**config.mk**
```make
export PLATFORM = sky130hd
export DESIGN_NAME = sswm_seq
export DESIGN_NICKNAME = d
export VERILOG_FILES = /design/src/sswm_pkg.sv /design/src/sswm_seq.sv
export SDC_FILE = /design/constraint.sdc
export NUM_CORES = 1
export LEC_CHECK = 0
export ABC_AREA = 1
export BUFFER_PORTS_ARGS = -buffer_cell sky130_fd_sc_hd__clkbuf_2
export CAP_MARGIN = 20
export CORE_MARGIN = 2
export CORE_UTILIZATION = 30
export DETAILED_ROUTE_END_ITERATION = 7
export PLACE_DENSITY = 0.58
export RECOVER_POWER = 50
export SYNTH_ARGS = -nofsm -noshare
export SYNTH_HDL_FRONTEND = slang
export SYNTH_SLANG_ARGS = --single-unit
```
**constraint.sdc**
```tcl
create_clock -name clk -period 2.95 [get_ports clk]
set_clock_uncertainty 0.1 [all_clocks]
set_input_delay 0.295 -clock clk [delete_from_list [all_inputs] [get_ports clk]]
set_output_delay 0.295 -clock clk [all_outputs]
set_load 0.01 [all_outputs]
```
**src/sswm_pkg.sv**
```systemverilog
// Shared types and constants of the sparse-set engine.
package sswm_pkg;

  // Key universe and derived widths
  localparam int unsigned UNIVERSE = 4096;
  localparam int unsigned ADDR_W   = 12;
  localparam int unsigned KEY_W    = 12;
  localparam int unsigned CNT_W    = 13;

  // Operation codes
  localparam logic [1:0] MODE_PUSH = 2'd0;
  localparam logic [1:0] MODE_POP  = 2'd1;
  localparam logic [1:0] MODE_MIN  = 2'd2;

  localparam logic [CNT_W-1:0] CNT_FULL  = CNT_W'(UNIVERSE);
  localparam logic [ADDR_W-1:0] ADDR_LAST = ADDR_W'(UNIVERSE - 1);

  typedef struct packed {
    logic [1:0]       mode;
    logic [KEY_W-1:0] key;
  } in_item_t;

  typedef struct packed {
    logic [CNT_W-1:0] min_value;
    logic [CNT_W-1:0] member_count;
    logic             error;
  } out_item_t;

  // Sequencer states
  typedef enum logic [2:0] {
    ST_CLEAR,
    ST_IDLE,
    ST_PUSH,
    ST_POP_RD,
    ST_POP_WR,
    ST_SCAN,
    ST_DONE
  } state_t;

  // Requests toward the two memories
  typedef struct packed {
    logic              dense_we;
    logic [ADDR_W-1:0] dense_waddr;
    logic [KEY_W-1:0]  dense_wdata;
    logic [ADDR_W-1:0] dense_raddr;
    logic              pmap_we;
    logic [ADDR_W-1:0] pmap_waddr;
    logic [ADDR_W-1:0] pmap_wdata;
    logic [ADDR_W-1:0] pmap_raddr;
  } mem_req_t;

  // Registered read data of the two memories
  typedef struct packed {
    logic [KEY_W-1:0]  dense_rdata;
    logic [ADDR_W-1:0] pmap_rdata;
  } mem_rsp_t;

endpackage

```
**src/sswm_seq.sv**
```systemverilog
// Operation sequencer: member count, swap-remove steps, minimum scan, result register.
module sswm_seq (
  input  logic                clk,
  input  logic                rst_n,
  input  logic                in_valid,
  output logic                in_stall,
  input  sswm_pkg::in_item_t  in_data,
  output logic                out_valid,
  input  logic                out_stall,
  output sswm_pkg::out_item_t out_data,
  output sswm_pkg::mem_req_t  req,
  input  sswm_pkg::mem_rsp_t  rsp
);

  sswm_pkg::state_t state_r, state_nxt;

  logic [sswm_pkg::CNT_W-1:0]  count_r, count_nxt;
  logic [sswm_pkg::ADDR_W-1:0] clr_idx_r, clr_idx_nxt;
  logic [sswm_pkg::CNT_W-1:0]  idx_r, idx_nxt;
  logic                        rd_vld_r, rd_vld_nxt;
  logic [sswm_pkg::CNT_W-1:0]  best_r, best_nxt;
  logic                        err_r, err_nxt;
  logic [sswm_pkg::KEY_W-1:0]  key_r, key_nxt;
  logic                        out_valid_r, out_valid_nxt;
  sswm_pkg::out_item_t         out_data_r, out_data_nxt;

  logic in_acc;
  logic out_free;
  logic scan_issue;
  logic [sswm_pkg::CNT_W-1:0] last_idx;

  assign in_stall   = (state_r != sswm_pkg::ST_IDLE);
  assign in_acc     = in_valid && !in_stall;
  assign out_free   = !out_valid_r || !out_stall;
  assign scan_issue = (idx_r < count_r);
  assign last_idx   = count_r - sswm_pkg::CNT_W'(1);
  assign out_valid  = out_valid_r;
  assign out_data   = out_data_r;

  // Next state
  always_comb begin
    state_nxt = state_r;
    case (state_r)
      sswm_pkg::ST_CLEAR: begin
        if (clr_idx_r == sswm_pkg::ADDR_LAST) begin
          state_nxt = sswm_pkg::ST_IDLE;
        end
      end
      sswm_pkg::ST_IDLE: begin
        if (in_acc) begin
          case (in_data.mode)
            sswm_pkg::MODE_PUSH: state_nxt = sswm_pkg::ST_PUSH;
            sswm_pkg::MODE_POP:  state_nxt = sswm_pkg::ST_POP_RD;
            sswm_pkg::MODE_MIN:  state_nxt = sswm_pkg::ST_SCAN;
            default:             state_nxt = sswm_pkg::ST_DONE;
          endcase
        end
      end
      sswm_pkg::ST_PUSH: state_nxt = sswm_pkg::ST_DONE;
      sswm_pkg::ST_POP_RD: begin
        state_nxt = (count_r == '0) ? sswm_pkg::ST_DONE : sswm_pkg::ST_POP_WR;
      end
      sswm_pkg::ST_POP_WR: state_nxt = sswm_pkg::ST_DONE;
      sswm_pkg::ST_SCAN: begin
        if (!scan_issue && !rd_vld_r) begin
          state_nxt = sswm_pkg::ST_DONE;
        end
      end
      sswm_pkg::ST_DONE: begin
        if (out_free) begin
          state_nxt = sswm_pkg::ST_IDLE;
        end
      end
      default: state_nxt = sswm_pkg::ST_IDLE;
    endcase
  end

  // Datapath and memory requests
  always_comb begin
    count_nxt     = count_r;
    clr_idx_nxt   = clr_idx_r;
    idx_nxt       = idx_r;
    rd_vld_nxt    = 1'b0;
    best_nxt      = best_r;
    err_nxt       = err_r;
    key_nxt       = key_r;
    out_valid_nxt = out_valid_r && out_stall;
    out_data_nxt  = out_data_r;

    req             = '0;
    req.pmap_raddr  = key_r;
    req.dense_raddr = last_idx[sswm_pkg::ADDR_W-1:0];

    case (state_r)
      sswm_pkg::ST_CLEAR: begin
        // Position map sweep to its all-zero reset value
        req.pmap_we    = 1'b1;
        req.pmap_waddr = clr_idx_r;
        req.pmap_wdata = '0;
        clr_idx_nxt    = clr_idx_r + sswm_pkg::ADDR_W'(1);
      end
      sswm_pkg::ST_IDLE: begin
        if (in_acc) begin
          key_nxt  = in_data.key;
          err_nxt  = 1'b0;
          idx_nxt  = '0;
          best_nxt = (in_data.mode == sswm_pkg::MODE_MIN) ? sswm_pkg::CNT_FULL : '0;
        end
      end
      sswm_pkg::ST_PUSH: begin
        if (count_r >= sswm_pkg::CNT_FULL) begin
          err_nxt = 1'b1;
        end else begin
          req.pmap_we     = 1'b1;
          req.pmap_waddr  = key_r;
          req.pmap_wdata  = count_r[sswm_pkg::ADDR_W-1:0];
          req.dense_we    = 1'b1;
          req.dense_waddr = count_r[sswm_pkg::ADDR_W-1:0];
          req.dense_wdata = key_r;
          count_nxt       = count_r + sswm_pkg::CNT_W'(1);
        end
      end
      sswm_pkg::ST_POP_RD: begin
        // Reads of the key's slot and the last entry go out here
        if (count_r == '0) begin
          err_nxt = 1'b1;
        end
      end
      sswm_pkg::ST_POP_WR: begin
        // Move last entry into the freed slot and repoint its map slot
        req.dense_we    = 1'b1;
        req.dense_waddr = rsp.pmap_rdata;
        req.dense_wdata = rsp.dense_rdata;
        req.pmap_we     = 1'b1;
        req.pmap_waddr  = rsp.dense_rdata;
        req.pmap_wdata  = rsp.pmap_rdata;
        count_nxt       = last_idx;
      end
      sswm_pkg::ST_SCAN: begin
        // One read issued and one compare per cycle
        req.dense_raddr = idx_r[sswm_pkg::ADDR_W-1:0];
        if (scan_issue) begin
          idx_nxt    = idx_r + sswm_pkg::CNT_W'(1);
          rd_vld_nxt = 1'b1;
        end
        if (rd_vld_r && ({1'b0, rsp.dense_rdata} < best_r)) begin
          best_nxt = {1'b0, rsp.dense_rdata};
        end
      end
      sswm_pkg::ST_DONE: begin
        if (out_free) begin
          out_valid_nxt             = 1'b1;
          out_data_nxt.min_value    = best_r;
          out_data_nxt.member_count = count_r;
          out_data_nxt.error        = err_r;
        end
      end
      default: begin
      end
    endcase
  end

  // Control registers
  always_ff @(posedge clk) begin
    if (!rst_n) begin
      state_r     <= sswm_pkg::ST_CLEAR;
      count_r     <= '0;
      clr_idx_r   <= '0;
      rd_vld_r    <= 1'b0;
      out_valid_r <= 1'b0;
    end else begin
      state_r     <= state_nxt;
      count_r     <= count_nxt;
      clr_idx_r   <= clr_idx_nxt;
      rd_vld_r    <= rd_vld_nxt;
      out_valid_r <= out_valid_nxt;
    end
  end

  // Payload registers
  always_ff @(posedge clk) begin
    idx_r      <= idx_nxt;
    best_r     <= best_nxt;
    err_r      <= err_nxt;
    key_r      <= key_nxt;
    out_data_r <= out_data_nxt;
  end

  // Count stays within the universe
  a_count_range: assert property (@(posedge clk) disable iff (!rst_n)
    count_r <= sswm_pkg::CNT_FULL)
    else $error("member count beyond universe");

  // Count moves by at most one per cycle
  a_count_step: assert property (@(posedge clk) disable iff (!rst_n)
    ##1 (count_r == $past(count_r) || count_r == $past(count_r) + sswm_pkg::CNT_W'(1)
         || count_r == $past(count_r) - sswm_pkg::CNT_W'(1)))
    else $error("member count jumped");

  // Swap-remove write only on a non-empty set
  a_pop_nonempty: assert property (@(posedge clk) disable iff (!rst_n)
    state_r == sswm_pkg::ST_POP_WR |-> count_r != '0)
    else $error("pop write on empty set");

  // A fresh result comes only from the done state
  a_out_source: assert property (@(posedge clk) disable iff (!rst_n)
    out_valid_r && !$past(out_valid_r && out_stall) |-> $past(state_r) == sswm_pkg::ST_DONE)
    else $error("result loaded outside done state");

endmodule

```
# Yosys cells after proc, flatten, opt, wreduce, memory -nomap -nowiden
# Cells that the tools add are included.
# word_totals
regBits	96
latch_bits	0
mem_bits_rw	0
mem_bits_ro	0
input_bits	42
out_inout_bits	103
word_cells	91
n_memories	0
# classes
addsub	4
n_mul	0
div	0
n_lt_le_gt_ge	3
n_eq_ne	19
shift	0
mux	28
n_bitwise	0
reduce_logical	25
# ops
cell	n
$mux W13	6
$pmux W13 S2	3
$pmux W25 S3	1
$mux W25	2
$pmux W25 S2	1
$add A13 B1 Y13 const B	2
$ne A2 B2 Y1 const B	9
$pmux W3 S6	1
$ge A13 B13 Y1 const B	1
$logic_not A13 Y1	1
$lt A12 B13 Y1	1
$lt A13 B13 Y1	1
$sub A13 B1 Y13 const B	1
$add A12 B1 Y12 const B	1
$eq A12 B12 Y1 const B	1
$mux W12	1
$mux W3	4
$eq A3 B3 Y1 const B	3
$pmux W3 S3	1
$reduce_and A2 Y1	4
$reduce_and A4 Y1	2
$eq A3 B2 Y1 const B	2
$mux W1	6
$reduce_and A3 Y1	2
other kinds (14)	22

# Logic depth before layout (Yosys ltp)
# logic_depth
depth_word	5
depth_mapped	13
depth_no_buf	12

# Worst setup path after synthesis
# No wires, ideal clock.
# synth_timing
path_kind	reg-to-reg
from	register state_r[2]
to	register best_r[0] (netlist bit), enable pin
setup_ns	0.356
arrival_time_ns	1.889
t_required_ns	2.494
path_slack_ns	0.606
stages_incl_launch_ff	8
n_path_buf	0
period_less_slack_ns	2.344
path_cell_list	dfxtp_1 inv_1 nand2_1 nor2_1 inv_1 nor2_1 inv_1 nand2_1
# synth_between
elab_chain_cells	5
elab_cells_between_ends	9
cone_classes	5 x eq/ne; 4 x reduce/logical
# synth_lines
element	line	source
start: declaration	sswm_seq.sv:15	sswm_pkg::state_t state_r, state_nxt;
start signal: assignment	sswm_seq.sv:166	state_r <= sswm_pkg::ST_CLEAR;
start signal: assignment	sswm_seq.sv:172	state_r <= state_nxt;
$ne A3 B1 Y1	sswm_seq.sv:32	assign in_stall = (state_r != sswm_pkg::ST_IDLE);
named net in_stall	sswm_seq.sv:6	output logic in_stall,
$logic_not A1 Y1	sswm_seq.sv:33	assign in_acc = in_valid && !in_stall;
$logic_and A1 B1 Y1	sswm_seq.sv:33	
$ne A2 B2 Y1 (no source line)	n/a	
$reduce_and A3 Y1 (no source line)	n/a	
end signal: assignment	sswm_seq.sv:183	best_r <= best_nxt;
end: declaration	sswm_seq.sv:21	logic [sswm_pkg::CNT_W-1:0] best_r, best_nxt;
# The timed path passes the listed nets, and every way through them passes these cells.
# A chain may end at the register's enable or synchronous reset.

==> summary.txt <==
Critical path
  – Critical Path AT: 2.31 ns
  – Crit path kind: reg -> out
  – CP required: 2.56 ns
  – Critical path launch point type: register
  – Worst-path fanout max: 31
  – CP endpoint kind: output pin
  – R2R setup slack: 0.28 ns

Drt
  – Total wire length: 16400 µm
  – Final ANT Viol Nets: 0
  – Drt initial violations: 261
  – DR pass1 iterations: 5
  – DRC: 0
  – Via count: 5033
  – Wirelength per Cell: 15.6 µm
  – Vias/cell: 4.77

Power and ir drop
  – Logic pwr share: 48.1%
  – Psw: 2.64 mW
  – Leakage Power: 3.02 nW
  – Switching Fraction: 44.7%
  – PwrDens: 885 mW/mm²
  – Clk pwr share: 20.7%
  – VDD IR-drop max: 0.438 mV
  – Internal Pwr Total: 3.27 mW
  – Tot Pwr: 5.90 mW
  – Sequential Power Share: 31.2%

Clock network
  – CTS H-tree lvls: 3
  – Root Driver: clkbuf_16
  – Clock sink count: 96
  – Setup bufs post-CTS: 0
  – Clock Latency Late Sink: 0.35 ns
  – Total CTS buffers: 9
  – Clock transition at path regs: 0.07 ns
  – Cts hold-fix bufs: 0
  – CTS tree: built
  – Clock Path Buffers: 2

GRT
  – GR Util met3: 3.00%
  – Global route overflow: 0
  – M2 GR Usage: 26.4%
  – Tot GR Track Use: 16.8%
  – Largest net degree at the start of global routing: 39
  – Vias in the first global route: 4816
  – Met1 Use GR: 23.3%
  – Initial antenna violation count: 0
  – GR peak layer: met2
  – Global-route wire length before repair: 25700 µm

Timing
  – Final min period: 2.71 ns
  – Final Hold Vio Count: 0
  – Setup TNS: 0 ns
  – Worst hold slack: 0.0121 ns
  – Worst-margin pin slew: 1.43 ns
  – Final setup viols: 0
  – Setup WS post-layout: 0.245 ns
  – Slew headroom: 4.38%
  – Tcrit/Tclk final: 91.7%
  – RSZ-0062 raised after global routing: false
  – Fmax: 0.370 GHz
  – Fin. max-slew vios: 0

Synthesis
  – Number of synthesized flops with an enable pin: 66
  – Asr flop ratio synth: 0%
  – Compound-cell area share of the yosys netlist: 12.8%
  – Synth Instances: 676
  – Mapped Nets: 747
  – Main combinational cell family by area after synthesis: simple AND/OR/NAND/NOR gates
  – Avg Synthesized Cell Area: 8.06 µm²
  – Post-synthesis simple-gate area fraction: 22.2%
  – Xor/xnor cell area share of the yosys netlist: 2.09%
  – Top FF cell, synth: edfxtp_1
  – Adder-Cell Fraction of Synth Area: 6.66%
  – Seq/Total Area, Yosys: 47.4%
  – Synthesized flop and latch total: 96
  – Area of the mapped netlist: 0.00545 mm²
  – Mux cell area share after synthesis: 0%
  – Unique cell type count in the Yosys netlist: 38
  – Yosys warns: 0

Floorplanning
  – Die span in x: 139 µm
  – Die Area: 0.0193 mm²
  – Top Ports: 145
  – Die Height: 139 µm
  – Core area: 0.0179 mm²
  – Starting Density: 30.5%
  – Row Count: 49

Outcome
  – Status: complete, no violations

Layout
  – Layout net count: 894
  – Cell Count, Final, Fillers Out: 1056
  – Util after Layout: 37.2%
  – Area Growth Syn to Fin: 22.3%
  – Share of layout cells above drive strength 1: 16.4%
  – Final Cell Area: 0.00667 mm²
  – ANT cells: 0

Hold path
  – Hold WC Path Type: in -> reg

Place
  – Worst slack, placed: 0.454 ns
  – Detailed placement HPWL: 12400 µm
  – Post-Place Cells: 1041
  – Placed inst area: 0.00647 mm²
  – Final GP Congestion: 0.833
  – I/O Buffers: 144

Job
  – Max-cap viol count: 0
-- registers in the layout (all words and copies together) (netlist names) --
| name | flops |
|---|---|
| out_valid | 1 |
| count_r | 13 |
| err_r | 1 |
| idx_r | 13 |
| best_r | 13 |
| clr_idx_r | 12 |
| key_r | 12 |
| rd_vld_r | 1 |
| state_r | 3 |
| out_data | 27 |
-- power by group through the flow --
stage | clock network (mW) | registers [mW] | logic [mW]
global route | 1.29 | 1.88 | 3.21
detailed placement | 0 | 1.87 | 2.91
finish | 1.22 | 1.84 | 2.84
CTS | 1.24 | 1.84 | 2.92
floorplan | 0 | 1.83 | 1.82
global placement | 0 | 1.87 | 2.91
-- timing repair --
item | 4_1_cts | 5_1_grt
hold endpoints to repair | 0 | 0
resized for setup | 0 | 1
setup endpoints to repair | 0 | 1
-- critical path, cell delays in order (launching register included) --
cell and delay [ns]:
dfxtp_1 0.40, inv_1 0.11, nor2_1 0.28, nand3_2 0.12, clkbuf_2 0.39, nand2_1 0.44, clkbuf_2 0.21
-- cell usage in the layout, fill, tap and decap left out, drive strengths merged --
master,count
a2111oi,1
a211oi,2
a21o,3
a21oi,29
a221oi,1
a31oi,2
and3,1
buf,6
bufinv,1
clkbuf,159
clkinv,4
dfxtp,30
edfxtp,66
ha,29
inv,104
nand2,138
nand3,33
nand3b,3
nand4,11
nor2,86
nor3,12
nor4,1
o211ai,3
o21a,1
o21ai,77
o21bai,8
o22ai,1
or2,2
xnor2,1
xor2,12
-- cell usage after synthesis (all sizes together), types with 8 or more instances --
| master | count | area [µm²] |
|---|---|---|
| o21bai | 8 | 60.1 |
| o21ai | 77 | 385 |
| nand3 | 33 | 170 |
| inv | 102 | 383 |
| ha | 29 | 363 |
| nand2 | 138 | 523 |
| nor2 | 86 | 340 |
| nand4 | 11 | 68.8 |
| a21oi | 29 | 145 |
| nor3 | 12 | 60.1 |
| clkbuf | 9 | 36.3 |
| dfxtp | 30 | 601 |
| xor2 | 12 | 105 |
| edfxtp | 66 | 1980 |
| buf | 11 | 63.8 |
-- layout make-up --
class | count | area (µm²)
Fill cell | 1966 | 11200
Sequential cell | 96 | 2580
Clock buffer | 9 | 225
Inverter | 103 | 387
Timing Repair Buffer | 156 | 751
Clock inverter | 6 | 68.8
Tap cell | 229 | 287
Multi-Input combinational cell | 457 | 2370
-- cell families (layout without fill, tap and decap cells) --
| family | count (synthesis) | in the layout |
|---|---|---|
| AND/OR/NAND/NOR | 287 | 287 |
| buffers and inverters | 123 | 274 |
| XOR/XNOR | 13 | 13 |
| adder cells (fa/ha/maj) | 29 | 29 |
| flip-flops | 96 | 96 |
| AO/OA/AOI/OAI | 128 | 128 |
-- worst paths after layout --
check | start | end | depth (start not counted)
hold reg to reg | err_r | out_data[0] | 0
hold / removal | in_data[8] | key_r[8] | 1
setup reg to reg | state_r[1] | idx_r[8] | 6
setup / recovery | state_r[1] | req[73] | 6
-- per-layer routing --
metal  vias up  share of wire, %
li1       2531                 -
met1      2346                48
met2       133                45
met3        23               4.5
met4         0               2.3
met5         -                 0
(Power assumes the default switching activity.)
